==> src/lpr_pkg.sv <==
`timescale 1ns / 1ps
// ----------------------------------------------------------------------------
// Line pixel rasterizer package
// Shared widths, register indexes and the segment descriptor that travels
// from the classifying front end to the pixel stepping back end.
// ----------------------------------------------------------------------------
package lpr_pkg;

   // Widest coordinate supported internally; ports may be narrower.
   localparam int COORD_W = 6;
   // Width of the screen offset registers.
   localparam int OFF_W   = 7;
   // Width of an emitted pixel coordinate.
   localparam int PIX_W   = 9;

   // Descriptor queue geometry.
   localparam int QUEUE_DEPTH = 2;
   localparam int QPTR_W      = 1;
   localparam int QCNT_W      = 2;

   // Configuration register indexes.
   localparam int CSR_IDX_W = 1;
   localparam logic [CSR_IDX_W-1:0] CSR_COLUMN_OFFSET = 1'd0;
   localparam logic [CSR_IDX_W-1:0] CSR_ROW_OFFSET    = 1'd1;

   // Reset values of the offset registers.
   localparam logic [OFF_W-1:0] COLUMN_OFFSET_RESET = 7'd40;
   localparam logic [OFF_W-1:0] ROW_OFFSET_RESET    = 7'd12;

   typedef logic signed [COORD_W-1:0] coord_type;
   typedef logic        [COORD_W-1:0] mag_type;
   typedef logic        [OFF_W-1:0]   offset_type;
   typedef logic signed [PIX_W-1:0]   pixel_type;

   // One classified segment, ready to be stepped.
   typedef struct packed {
      logic      x_major;      // major axis is x
      logic      major_neg;    // major coordinate steps downward
      logic      minor_neg;    // minor delta is negative
      coord_type start_major;  // major coordinate of the start point
      coord_type start_minor;  // minor coordinate of the start point
      mag_type   count;        // pixels to emit, |major delta|, never zero
      mag_type   minor_abs;    // |minor delta|, never above count
   } desc_type;

   // Screen offsets handed to the back end.
   typedef struct packed {
      offset_type column;
      offset_type row;
   } offsets_type;

endpackage

==> src/lpr_front.sv <==
`timescale 1ns / 1ps
// ----------------------------------------------------------------------------
// Line pixel rasterizer front end
// Takes a segment, works out its deltas and major axis, and pushes a
// descriptor into the queue. Zero-length segments are dropped here.
// ----------------------------------------------------------------------------
module lpr_front #(
   parameter int COORD_BITS = 6
) (
   input  logic                         clock,
   input  logic                         reset,
   input  logic                         req_push,
   output logic                         req_full,
   input  logic signed [COORD_BITS-1:0] req_start_x,
   input  logic signed [COORD_BITS-1:0] req_start_y,
   input  logic signed [COORD_BITS-1:0] req_end_x,
   input  logic signed [COORD_BITS-1:0] req_end_y,
   input  logic                         queue_full,
   output logic                         queue_push,
   output lpr_pkg::desc_type            queue_desc
);

   lpr_pkg::coord_type              start_x, start_y, end_x, end_y;
   logic signed [lpr_pkg::COORD_W:0] delta_x, delta_y;
   logic        [lpr_pkg::COORD_W:0] abs_x_wide, abs_y_wide;
   lpr_pkg::mag_type                abs_x, abs_y;
   logic                            x_major;

   // Sign-extend the port coordinates to the internal width.
   assign start_x = lpr_pkg::coord_type'(req_start_x);
   assign start_y = lpr_pkg::coord_type'(req_start_y);
   assign end_x   = lpr_pkg::coord_type'(req_end_x);
   assign end_y   = lpr_pkg::coord_type'(req_end_y);

   // Deltas need one extra bit; their magnitudes fit the coordinate width.
   always_comb begin
      delta_x    = {end_x[lpr_pkg::COORD_W-1], end_x} - {start_x[lpr_pkg::COORD_W-1], start_x};
      delta_y    = {end_y[lpr_pkg::COORD_W-1], end_y} - {start_y[lpr_pkg::COORD_W-1], start_y};
      abs_x_wide = delta_x[lpr_pkg::COORD_W] ? -delta_x : delta_x;
      abs_y_wide = delta_y[lpr_pkg::COORD_W] ? -delta_y : delta_y;
      abs_x      = abs_x_wide[lpr_pkg::COORD_W-1:0];
      abs_y      = abs_y_wide[lpr_pkg::COORD_W-1:0];
      x_major    = abs_y <= abs_x;
   end

   // Build the descriptor; a tie of the deltas counts as x-major.
   always_comb begin
      queue_desc.x_major = x_major;
      if (x_major) begin
         queue_desc.major_neg   = delta_x[lpr_pkg::COORD_W];
         queue_desc.minor_neg   = delta_y[lpr_pkg::COORD_W];
         queue_desc.start_major = start_x;
         queue_desc.start_minor = start_y;
         queue_desc.count       = abs_x;
         queue_desc.minor_abs   = abs_y;
      end else begin
         queue_desc.major_neg   = delta_y[lpr_pkg::COORD_W];
         queue_desc.minor_neg   = delta_x[lpr_pkg::COORD_W];
         queue_desc.start_major = start_y;
         queue_desc.start_minor = start_x;
         queue_desc.count       = abs_y;
         queue_desc.minor_abs   = abs_x;
      end
   end

   // A transaction is taken whenever the queue has room; empty segments
   // are accepted but never queued.
   assign req_full   = queue_full;
   assign queue_push = req_push && !queue_full && (queue_desc.count != '0);

   // The queue must never be pushed while full.
   assert property (@(posedge clock) disable iff (reset) queue_push |-> !queue_full)
      else $error("front pushed into a full queue");

   // A queued segment is never longer along its minor axis than its major one.
   assert property (@(posedge clock) disable iff (reset)
      queue_push |-> (queue_desc.minor_abs <= queue_desc.count))
      else $error("minor delta exceeds major delta");

   // Only a zero-length segment is dropped.
   assert property (@(posedge clock) disable iff (reset)
      (req_push && !req_full && !queue_push) |->
         (delta_x == '0 && delta_y == '0))
      else $error("non-empty segment dropped");

endmodule

==> src/lpr_queue.sv <==
`timescale 1ns / 1ps
// ----------------------------------------------------------------------------
// Line pixel rasterizer descriptor queue
// A short first-in first-out buffer of segment descriptors that lets the
// front end and the back end stall independently.
// ----------------------------------------------------------------------------
module lpr_queue (
   input  logic              clock,
   input  logic              reset,
   input  logic              push,
   input  lpr_pkg::desc_type push_desc,
   output logic              full,
   input  logic              pop,
   output logic              empty,
   output lpr_pkg::desc_type pop_desc
);

   lpr_pkg::desc_type                entry_ff [lpr_pkg::QUEUE_DEPTH];
   logic [lpr_pkg::QPTR_W-1:0]       wr_ptr_ff, wr_ptr_in;
   logic [lpr_pkg::QPTR_W-1:0]       rd_ptr_ff, rd_ptr_in;
   logic [lpr_pkg::QCNT_W-1:0]       count_ff, count_in;

   assign full     = count_ff == lpr_pkg::QCNT_W'(lpr_pkg::QUEUE_DEPTH);
   assign empty    = count_ff == '0;
   assign pop_desc = entry_ff[rd_ptr_ff];

   // Pointer and occupancy update.
   always_comb begin
      wr_ptr_in = push ? wr_ptr_ff + 1'b1 : wr_ptr_ff;
      rd_ptr_in = pop  ? rd_ptr_ff + 1'b1 : rd_ptr_ff;
      count_in  = count_ff;
      if (push && !pop) begin
         count_in = count_ff + 1'b1;
      end else if (pop && !push) begin
         count_in = count_ff - 1'b1;
      end
   end

   always_ff @(posedge clock) begin
      if (reset) begin
         wr_ptr_ff <= '0;
         rd_ptr_ff <= '0;
         count_ff  <= '0;
      end else begin
         wr_ptr_ff <= wr_ptr_in;
         rd_ptr_ff <= rd_ptr_in;
         count_ff  <= count_in;
      end
   end

   // Storage needs no reset.
   always_ff @(posedge clock) begin
      if (push) begin
         entry_ff[wr_ptr_ff] <= push_desc;
      end
   end

   // Occupancy never exceeds the depth.
   assert property (@(posedge clock) disable iff (reset)
      count_ff <= lpr_pkg::QCNT_W'(lpr_pkg::QUEUE_DEPTH))
      else $error("queue overfilled");

   // No pop from an empty queue.
   assert property (@(posedge clock) disable iff (reset) pop |-> !empty)
      else $error("pop from empty queue");

   // Pointers differ exactly when the queue is neither empty nor full.
   assert property (@(posedge clock) disable iff (reset)
      (wr_ptr_ff == rd_ptr_ff) == (empty || full))
      else $error("queue pointers inconsistent with count");

endmodule

==> src/lpr_back.sv <==
`timescale 1ns / 1ps
// ----------------------------------------------------------------------------
// Line pixel rasterizer back end
// Steps one segment at a time, a pixel per cycle unless the output stalls. The minor
// coordinate is the exact ceiling of minor_delta * k / count, kept as a running
// quotient and remainder so each step needs only one add and one compare-subtract.
// ----------------------------------------------------------------------------
module lpr_back (
   input  logic                 clock,
   input  logic                 reset,
   input  logic                 queue_empty,
   input  lpr_pkg::desc_type    queue_desc,
   output logic                 queue_pop,
   input  lpr_pkg::offsets_type offsets,
   output logic                 rsp_empty,
   input  logic                 rsp_pop,
   output lpr_pkg::pixel_type   rsp_pixel_column,
   output lpr_pkg::pixel_type   rsp_pixel_row,
   output logic                 rsp_last_pixel
);

   localparam int CW = lpr_pkg::COORD_W;

   // Segment stepping state.
   logic                       busy_ff, busy_in;
   lpr_pkg::desc_type          desc_ff, desc_in;
   lpr_pkg::mag_type           step_ff, step_in;
   lpr_pkg::mag_type           quot_ff, quot_in;
   lpr_pkg::mag_type           rem_ff, rem_in;

   // Output register.
   logic                       out_valid_ff, out_valid_in;
   lpr_pkg::pixel_type         column_ff, column_in;
   lpr_pkg::pixel_type         row_ff, row_in;
   logic                       last_ff, last_in;

   logic                       advance;
   logic                       final_step;
   logic [CW:0]                rem_sum, rem_sub;
   logic                       rem_wrap;
   logic signed [CW:0]         major_start, minor_start, step_ext, quot_ext;
   logic signed [CW:0]         major_pos, minor_pos, x_pos, y_pos;

   // A pixel moves into the output register when it is free or being drained.
   assign advance    = busy_ff && (!out_valid_ff || rsp_pop);
   assign final_step = step_ff == desc_ff.count - 1'b1;
   assign queue_pop  = !busy_ff && !queue_empty;

   // Coordinates of the current pixel.
   always_comb begin
      major_start = {desc_ff.start_major[CW-1], desc_ff.start_major};
      minor_start = {desc_ff.start_minor[CW-1], desc_ff.start_minor};
      step_ext    = {1'b0, step_ff};
      quot_ext    = {1'b0, quot_ff};
      major_pos   = desc_ff.major_neg ? major_start - step_ext : major_start + step_ext;
      minor_pos   = desc_ff.minor_neg ? minor_start - quot_ext : minor_start + quot_ext;
      x_pos       = desc_ff.x_major ? major_pos : minor_pos;
      y_pos       = desc_ff.x_major ? minor_pos : major_pos;
   end

   // Running remainder; it stays below count, so one subtract suffices.
   always_comb begin
      rem_sum  = {1'b0, rem_ff} + {1'b0, desc_ff.minor_abs};
      rem_sub  = rem_sum - {1'b0, desc_ff.count};
      rem_wrap = rem_sum >= {1'b0, desc_ff.count};
   end

   // Segment sequencing.
   always_comb begin
      busy_in = busy_ff;
      desc_in = desc_ff;
      step_in = step_ff;
      quot_in = quot_ff;
      rem_in  = rem_ff;
      if (queue_pop) begin
         // Ceiling bias: a positive minor delta starts at count - 1.
         busy_in = 1'b1;
         desc_in = queue_desc;
         step_in = '0;
         quot_in = '0;
         rem_in  = queue_desc.minor_neg ? '0 : queue_desc.count - 1'b1;
      end else if (advance) begin
         if (final_step) begin
            busy_in = 1'b0;
         end else begin
            step_in = step_ff + 1'b1;
            quot_in = rem_wrap ? quot_ff + 1'b1 : quot_ff;
            rem_in  = rem_wrap ? rem_sub[CW-1:0] : rem_sum[CW-1:0];
         end
      end
   end

   // Output register load and drain.
   always_comb begin
      out_valid_in = out_valid_ff;
      column_in    = column_ff;
      row_in       = row_ff;
      last_in      = last_ff;
      if (advance) begin
         out_valid_in = 1'b1;
         column_in    = {{(lpr_pkg::PIX_W-CW-1){x_pos[CW]}}, x_pos}
                      + {{(lpr_pkg::PIX_W-lpr_pkg::OFF_W){1'b0}}, offsets.column};
         row_in       = {{(lpr_pkg::PIX_W-CW-1){y_pos[CW]}}, y_pos}
                      + {{(lpr_pkg::PIX_W-lpr_pkg::OFF_W){1'b0}}, offsets.row};
         last_in      = final_step;
      end else if (rsp_pop) begin
         out_valid_in = 1'b0;
      end
   end

   always_ff @(posedge clock) begin
      if (reset) begin
         busy_ff      <= 1'b0;
         out_valid_ff <= 1'b0;
      end else begin
         busy_ff      <= busy_in;
         out_valid_ff <= out_valid_in;
      end
   end

   always_ff @(posedge clock) begin
      desc_ff   <= desc_in;
      step_ff   <= step_in;
      quot_ff   <= quot_in;
      rem_ff    <= rem_in;
      column_ff <= column_in;
      row_ff    <= row_in;
      last_ff   <= last_in;
   end

   assign rsp_empty        = !out_valid_ff;
   assign rsp_pixel_column = column_ff;
   assign rsp_pixel_row    = row_ff;
   assign rsp_last_pixel   = last_ff;

   // The step index stays inside the segment.
   assert property (@(posedge clock) disable iff (reset) busy_ff |-> step_ff < desc_ff.count)
      else $error("step index past segment end");

   // The remainder stays below the divisor.
   assert property (@(posedge clock) disable iff (reset) busy_ff |-> rem_ff < desc_ff.count)
      else $error("remainder out of range");

   // The minor offset never passes the minor delta.
   assert property (@(posedge clock) disable iff (reset)
      busy_ff |-> quot_ff <= desc_ff.minor_abs)
      else $error("minor offset overshoot");

   // After the final pixel of a segment is issued the back end goes idle.
   assert property (@(posedge clock) disable iff (reset)
      (advance && final_step) |=> (!busy_ff && out_valid_ff && last_ff))
      else $error("segment did not close on its last pixel");

endmodule

==> src/line_pixel_rasterizer.sv <==
`timescale 1ns / 1ps
// ----------------------------------------------------------------------------
// Line pixel rasterizer
// Converts a line segment into the screen pixels that draw it, start point
// included and end point excluded, with a mark on each segment's last pixel.
// ----------------------------------------------------------------------------
// Usage: a segment of n pixels (n = larger of |dx| and |dy|) occupies the
// stepping back end for a load step and then its n pixels, one pixel per
// cycle while the result side keeps popping. The front end takes a segment
// per cycle as long as the two-entry descriptor queue has room, and
// zero-length segments are taken and produce no transaction. Offsets
// written through the csr port apply to pixels issued after the write and
// should only be changed while idle.
// ----------------------------------------------------------------------------
module line_pixel_rasterizer #(
   parameter int COORD_BITS = 6
) (
   input  logic                               clock,
   input  logic                               reset,
   // Segment input
   input  logic                               push,
   output logic                               full,
   input  logic signed [COORD_BITS-1:0]       req_start_x,
   input  logic signed [COORD_BITS-1:0]       req_start_y,
   input  logic signed [COORD_BITS-1:0]       req_end_x,
   input  logic signed [COORD_BITS-1:0]       req_end_y,
   // Pixel output
   output logic                               empty,
   input  logic                               pop,
   output logic signed [lpr_pkg::PIX_W-1:0]   rsp_pixel_column,
   output logic signed [lpr_pkg::PIX_W-1:0]   rsp_pixel_row,
   output logic                               rsp_last_pixel,
   // Configuration
   input  logic                               csr_wr_en,
   input  logic [lpr_pkg::CSR_IDX_W-1:0]      csr_index,
   input  logic [lpr_pkg::OFF_W-1:0]          csr_wdata
);

   lpr_pkg::offset_type  column_offset_ff, column_offset_in;
   lpr_pkg::offset_type  row_offset_ff, row_offset_in;
   lpr_pkg::offsets_type offsets;
   lpr_pkg::desc_type    push_desc, pop_desc;
   logic                 queue_push, queue_pop, queue_full, queue_empty;

   // Offset register writes.
   always_comb begin
      column_offset_in = column_offset_ff;
      row_offset_in    = row_offset_ff;
      if (csr_wr_en) begin
         case (csr_index)
            lpr_pkg::CSR_COLUMN_OFFSET: column_offset_in = csr_wdata;
            lpr_pkg::CSR_ROW_OFFSET:    row_offset_in    = csr_wdata;
            default: begin
               column_offset_in = column_offset_ff;
               row_offset_in    = row_offset_ff;
            end
         endcase
      end
   end

   always_ff @(posedge clock) begin
      if (reset) begin
         column_offset_ff <= lpr_pkg::COLUMN_OFFSET_RESET;
         row_offset_ff    <= lpr_pkg::ROW_OFFSET_RESET;
      end else begin
         column_offset_ff <= column_offset_in;
         row_offset_ff    <= row_offset_in;
      end
   end

   assign offsets.column = column_offset_ff;
   assign offsets.row    = row_offset_ff;

   // Classify incoming segments.
   lpr_front #(
      .COORD_BITS (COORD_BITS)
   ) u_front (
      .clock       (clock),
      .reset       (reset),
      .req_push    (push),
      .req_full    (full),
      .req_start_x (req_start_x),
      .req_start_y (req_start_y),
      .req_end_x   (req_end_x),
      .req_end_y   (req_end_y),
      .queue_full  (queue_full),
      .queue_push  (queue_push),
      .queue_desc  (push_desc)
   );

   // Decouple front and back.
   lpr_queue u_queue (
      .clock     (clock),
      .reset     (reset),
      .push      (queue_push),
      .push_desc (push_desc),
      .full      (queue_full),
      .pop       (queue_pop),
      .empty     (queue_empty),
      .pop_desc  (pop_desc)
   );

   // Step pixels out.
   lpr_back u_back (
      .clock            (clock),
      .reset            (reset),
      .queue_empty      (queue_empty),
      .queue_desc       (pop_desc),
      .queue_pop        (queue_pop),
      .offsets          (offsets),
      .rsp_empty        (empty),
      .rsp_pop          (pop),
      .rsp_pixel_column (rsp_pixel_column),
      .rsp_pixel_row    (rsp_pixel_row),
      .rsp_last_pixel   (rsp_last_pixel)
   );

endmodule

==> config.mk <==
export PLATFORM = sky130hd
export DESIGN_NAME = line_pixel_rasterizer
export DESIGN_NICKNAME = d
export VERILOG_FILES = /design/src/lpr_pkg.sv /design/src/lpr_front.sv /design/src/lpr_queue.sv /design/src/lpr_back.sv /design/src/line_pixel_rasterizer.sv
export SDC_FILE = /design/constraint.sdc
export NUM_CORES = 1
export LEC_CHECK = 0
export BUFFER_PORTS_ARGS = -buffer_cell sky130_fd_sc_hd__buf_2
export CAP_MARGIN = 0
export CELL_PAD_IN_SITES_DETAIL_PLACEMENT = 1
export CELL_PAD_IN_SITES_GLOBAL_PLACEMENT = 1
export CORE_ASPECT_RATIO = 1.1
export CORE_MARGIN = 5
export CORE_UTILIZATION = 53
export CTS_CLUSTER_SIZE = 20
export DETAILED_ROUTE_END_ITERATION = 7
export GPL_ROUTABILITY_DRIVEN = 0
export PLACE_DENSITY = 0.85
export SYNTH_ARGS = -nofsm -noshare
export SYNTH_HDL_FRONTEND = slang
export SYNTH_SLANG_ARGS = --single-unit
==> constraint.sdc <==
create_clock -name clock -period 17.33 [get_ports clock]
set_clock_uncertainty 0.2 [all_clocks]
set_input_delay 0.8665 -clock clock [delete_from_list [all_inputs] [get_ports clock]]
set_output_delay 0.8665 -clock clock [all_outputs]
set_load 0.01 [all_outputs]
==> results.md <==
* Yosys warnings at 0
* Slew @ Worst Pin at 1.209 ns
* WP depth at 19
* Worst min path class: flop to flop
* Via-to-Cell Ratio at 5.909
* Slowest stage cell, crit path: and2_1
* Top delay family on crit path: simple AND/OR/NAND/NOR gates
* Post-synth net total at 853
* Multi-input gate area at 0.003999 mm²
* CTS sink count at 139
* CTS tree: yes
* Pin count of the biggest net entering global routing at 45
* Yosys cell types at 56
* DRT iter0 DRCs at 466
* Worst hold stages at 2
* HPWL after DPL at 14.70 mm
* Post-synthesis cell area at 0.008139 mm²
* Antenna Nets Post-Route at 0
* Core box area at 0.01505 mm²
* Top_reg_cell synth: edfxtp_1
* Syn avg cell area at 10.98 µm²
* Max-Cap Viols at 0
* Period utilization at 0.3711
* Clk Latency, worst-skew pair at 0.43 ns
* EDFF count, synth at 106
* Final Util at 0.6115
* TritonRoute pass-1 iters at 5
* FF+latch area at 0.003844 mm²
* Share of layout cells above drive strength 1 at 0.1632
* Startpoint Class: input port
* Root buf cell: clkbuf_16
* CP required at 17.17 ns
* Final hold vios at 0
* Slew Limit Fails at 0
* Clock Tree Buf Depth at 2
* Number of remaining DRC errors at 0
* Port bufs at 57
* Buf/Inv on CP at 4
* Routed WL at 22.12 mm
* Fill count at 1,620
* Reg clk slew, reported paths at 0.07 ns
* N_diodes at 0
* Final setup fails at 0
* RSZ-0062 raised after global routing: false
* Largest stage delay on the critical path at 0.98 ns
* Num CTS Buffers at 17
* Drt wl/cell at 21.88 µm
* Crit-path cells: buf_2 -> ha_1 -> fa_1 -> nand2b_1 -> a21oi_1 -> o21ai_1 -> o21ai_0 -> xor2_1 -> inv_1 -> ha_1 -> and3_1 -> a221oi_1 -> a41oi_2 -> buf_4 -> inv_1 -> and3_1 -> a22o_1 -> a31oi_1 -> and2_1
* Number of H-tree levels at 4
* Die Y at 140.0 µm
* Gr ovfl total at 0
* Fin nets at 914
* Vias in the first global route at 6,719
* Area Overhead vs Synth at 13.10%
* IO Pins at 58
* Post-CTS Hold Fix Bufs at 0
* Post-synth ARST share at 0
* Worst setup path category: input port to flop
* Reg2Reg Depth at 17
* Die area at 0.01794 mm²
* Flops & latches, synth at 139
* Post CTS Setup Buffer Count at 0
* Vias at 5,974
* Sequential share of the synthesized area at 0.4723
* Crit Path Max Fanout at 37
* Tot GR Track Use at 0.2568
* First-pass GRT wire length at 35.89 mm
* Max-slew headroom at 0.1943
* Initial antenna violation count at 0
* Gates resized, CTS repair at 0
* CP Capture Type: flop
* Initial Utilization at 0.5406
* Die W at 128.2 µm
* Fmax at 155.5 MHz
* Setup TNS at 0 ns
* Status: complete, no violations
* # rows at 47
* Final critical-path required period at 6.431 ns
* Critical Path AT at 6.27 ns
* Syn Inst Count at 741
cell families after synthesis:
group	after synthesis	share of synthesized area
buffers and inverters	79	0.03674
adder cells (fa/ha/maj)	75	0.1227
multiplexers	53	0.07010
AO/OA/AOI/OAI	148	0.1125
flip-flops	139	0.4723
XOR/XNOR	74	0.08393
AND/OR/NAND/NOR	173	0.1018
flip-flops by register name (all words and copies together) (netlist names), named ones only:
register and cells:
column_offset_ff 7, row_offset_ff 7, u_back.busy_ff 1, u_back.desc_ff 27
u_back.out_valid_ff 1, u_back.quot_ff 6, u_back.rem_ff 6, u_back.rsp_last_pixel 1
u_back.rsp_pixel_column 9, u_back.rsp_pixel_row 9, u_back.step_ff 6, u_queue.count_ff 2
u_queue.entry_ff 54, u_queue.rd_ptr_ff 1, u_queue.wr_ptr_ff 1
layout make-up:
class | count | area share
Multi-Input combinational cell | 523 | 0.4344
Sequential cell | 139 | 0.4176
Clock buffer | 18 | 0.04662
Timing Repair Buffer | 61 | 0.03425
Tap cell | 196 | 0.02664
Inverter | 60 | 0.02447
Clock inverter | 14 | 0.01604
metrics by stage:
stage | area (µm²) | hold WS, ns | setup WS [ns] | std cells
2_1_floorplan | 8139 | 0.2406 | 11.23 | 741
3_3_place_gp | 8628 | 0.2483 | 10.93 | 979
3_5_place_dp | 8628 | 0.2611 | 10.54 | 979
4_1_cts | 9205 | 0.2701 | 10.94 | 1011
5_1_grt | 9205 | 0.3031 | 10.48 | 1011
6_report | 9205 | 0.2709 | 10.90 | 1011
synth_stat cells (2+ instances only):
master	count	area (µm²)
o31ai_1	3	22.52
mux2_2	32	360.4
or2_2	2	12.51
inv_1	59	221.5
fa_1	8	160.2
and3_1	8	50.05
o21ai_0	34	170.2
nor2_1	44	165.2
or3_1	5	31.28
o22ai_1	4	25.02
a21oi_1	56	280.3
dfxtp_1	33	660.6
buf_2	2	10.01
clkbuf_1	16	60.06
nand4_1	3	18.77
mux2i_1	21	210.2
edfxtp_1	106	3183
xnor2_1	41	359.1
a21boi_0	3	22.52
o211ai_1	5	37.54
ha_1	67	838.3
nand3_1	16	80.08
a211o_1	2	17.52
a21o_1	14	105.1
and2_1	3	18.77
xor2_1	30	262.8
xnor3_1	2	45.04
nand2_1	50	187.7
nand2b_1	13	81.33
nor2b_1	11	68.82
a31oi_1	2	12.51
o311ai_0	2	17.52
nor3_1	10	50.05
o21ai_1	3	15.01
nand3b_1	4	30.03
o21bai_1	7	52.55
metal layers:
metal / global-route usage / part of all wire
met1: 0.2878 / 0.39
met2: 0.4730 / 0.54
met3: 0.04494 / 0.037
met4: 0.1106 / 0.036
met5: 0 / 0
cells in the final DEF (no fill, tap or decap), drive strengths merged, types with 3 or more instances in the layout:
cell and n:
inv 68, o22ai 4, nand4 3, and2 3, buf 61, o21ai 37
ha 67, and3 8, nor3 10, clkbuf 18, nand2 50, nand3 17
mux2 32, a21o 14, nor2 44, xnor2 41, nand2b 13, o21bai 7
o31ai 5, nand3b 4, o211ai 5, a21boi 3, nor2b 11, clkinv 4
edfxtp 106, or3 5, fa 8, dfxtp 33, a21oi 57, mux2i 21
xor2 31
worst register-to-register path, delay by kind of cell, from the launching register on:
kind | cells | cell delay (ns)
adder cells (fa/ha/maj) | 3 | 0.99
AND/OR/NAND/NOR | 4 | 0.50
multiplexers | 2 | 0.62
flip-flops | 1 | 0.48
XOR/XNOR | 2 | 0.26
AO/OA/AOI/OAI | 4 | 0.86
buffers and inverters | 2 | 0.24
path summary, 6_finish.rpt:
path                           endpoint  slack (ns)           startpoint
min                 column_offset_ff[4]        0.27  column_offset_ff[4]
min reg2reg         column_offset_ff[4]        0.27  column_offset_ff[4]
max reg2reg  u_back.rsp_pixel_column[8]       12.89    u_back.quot_ff[0]
max             u_queue.entry_ff[1][25]       10.90       req_start_y[0]
Power is left out: the tool's default activity adds up to more than one toggle a clock period on the data nets, which glitch-free logic cannot reach.
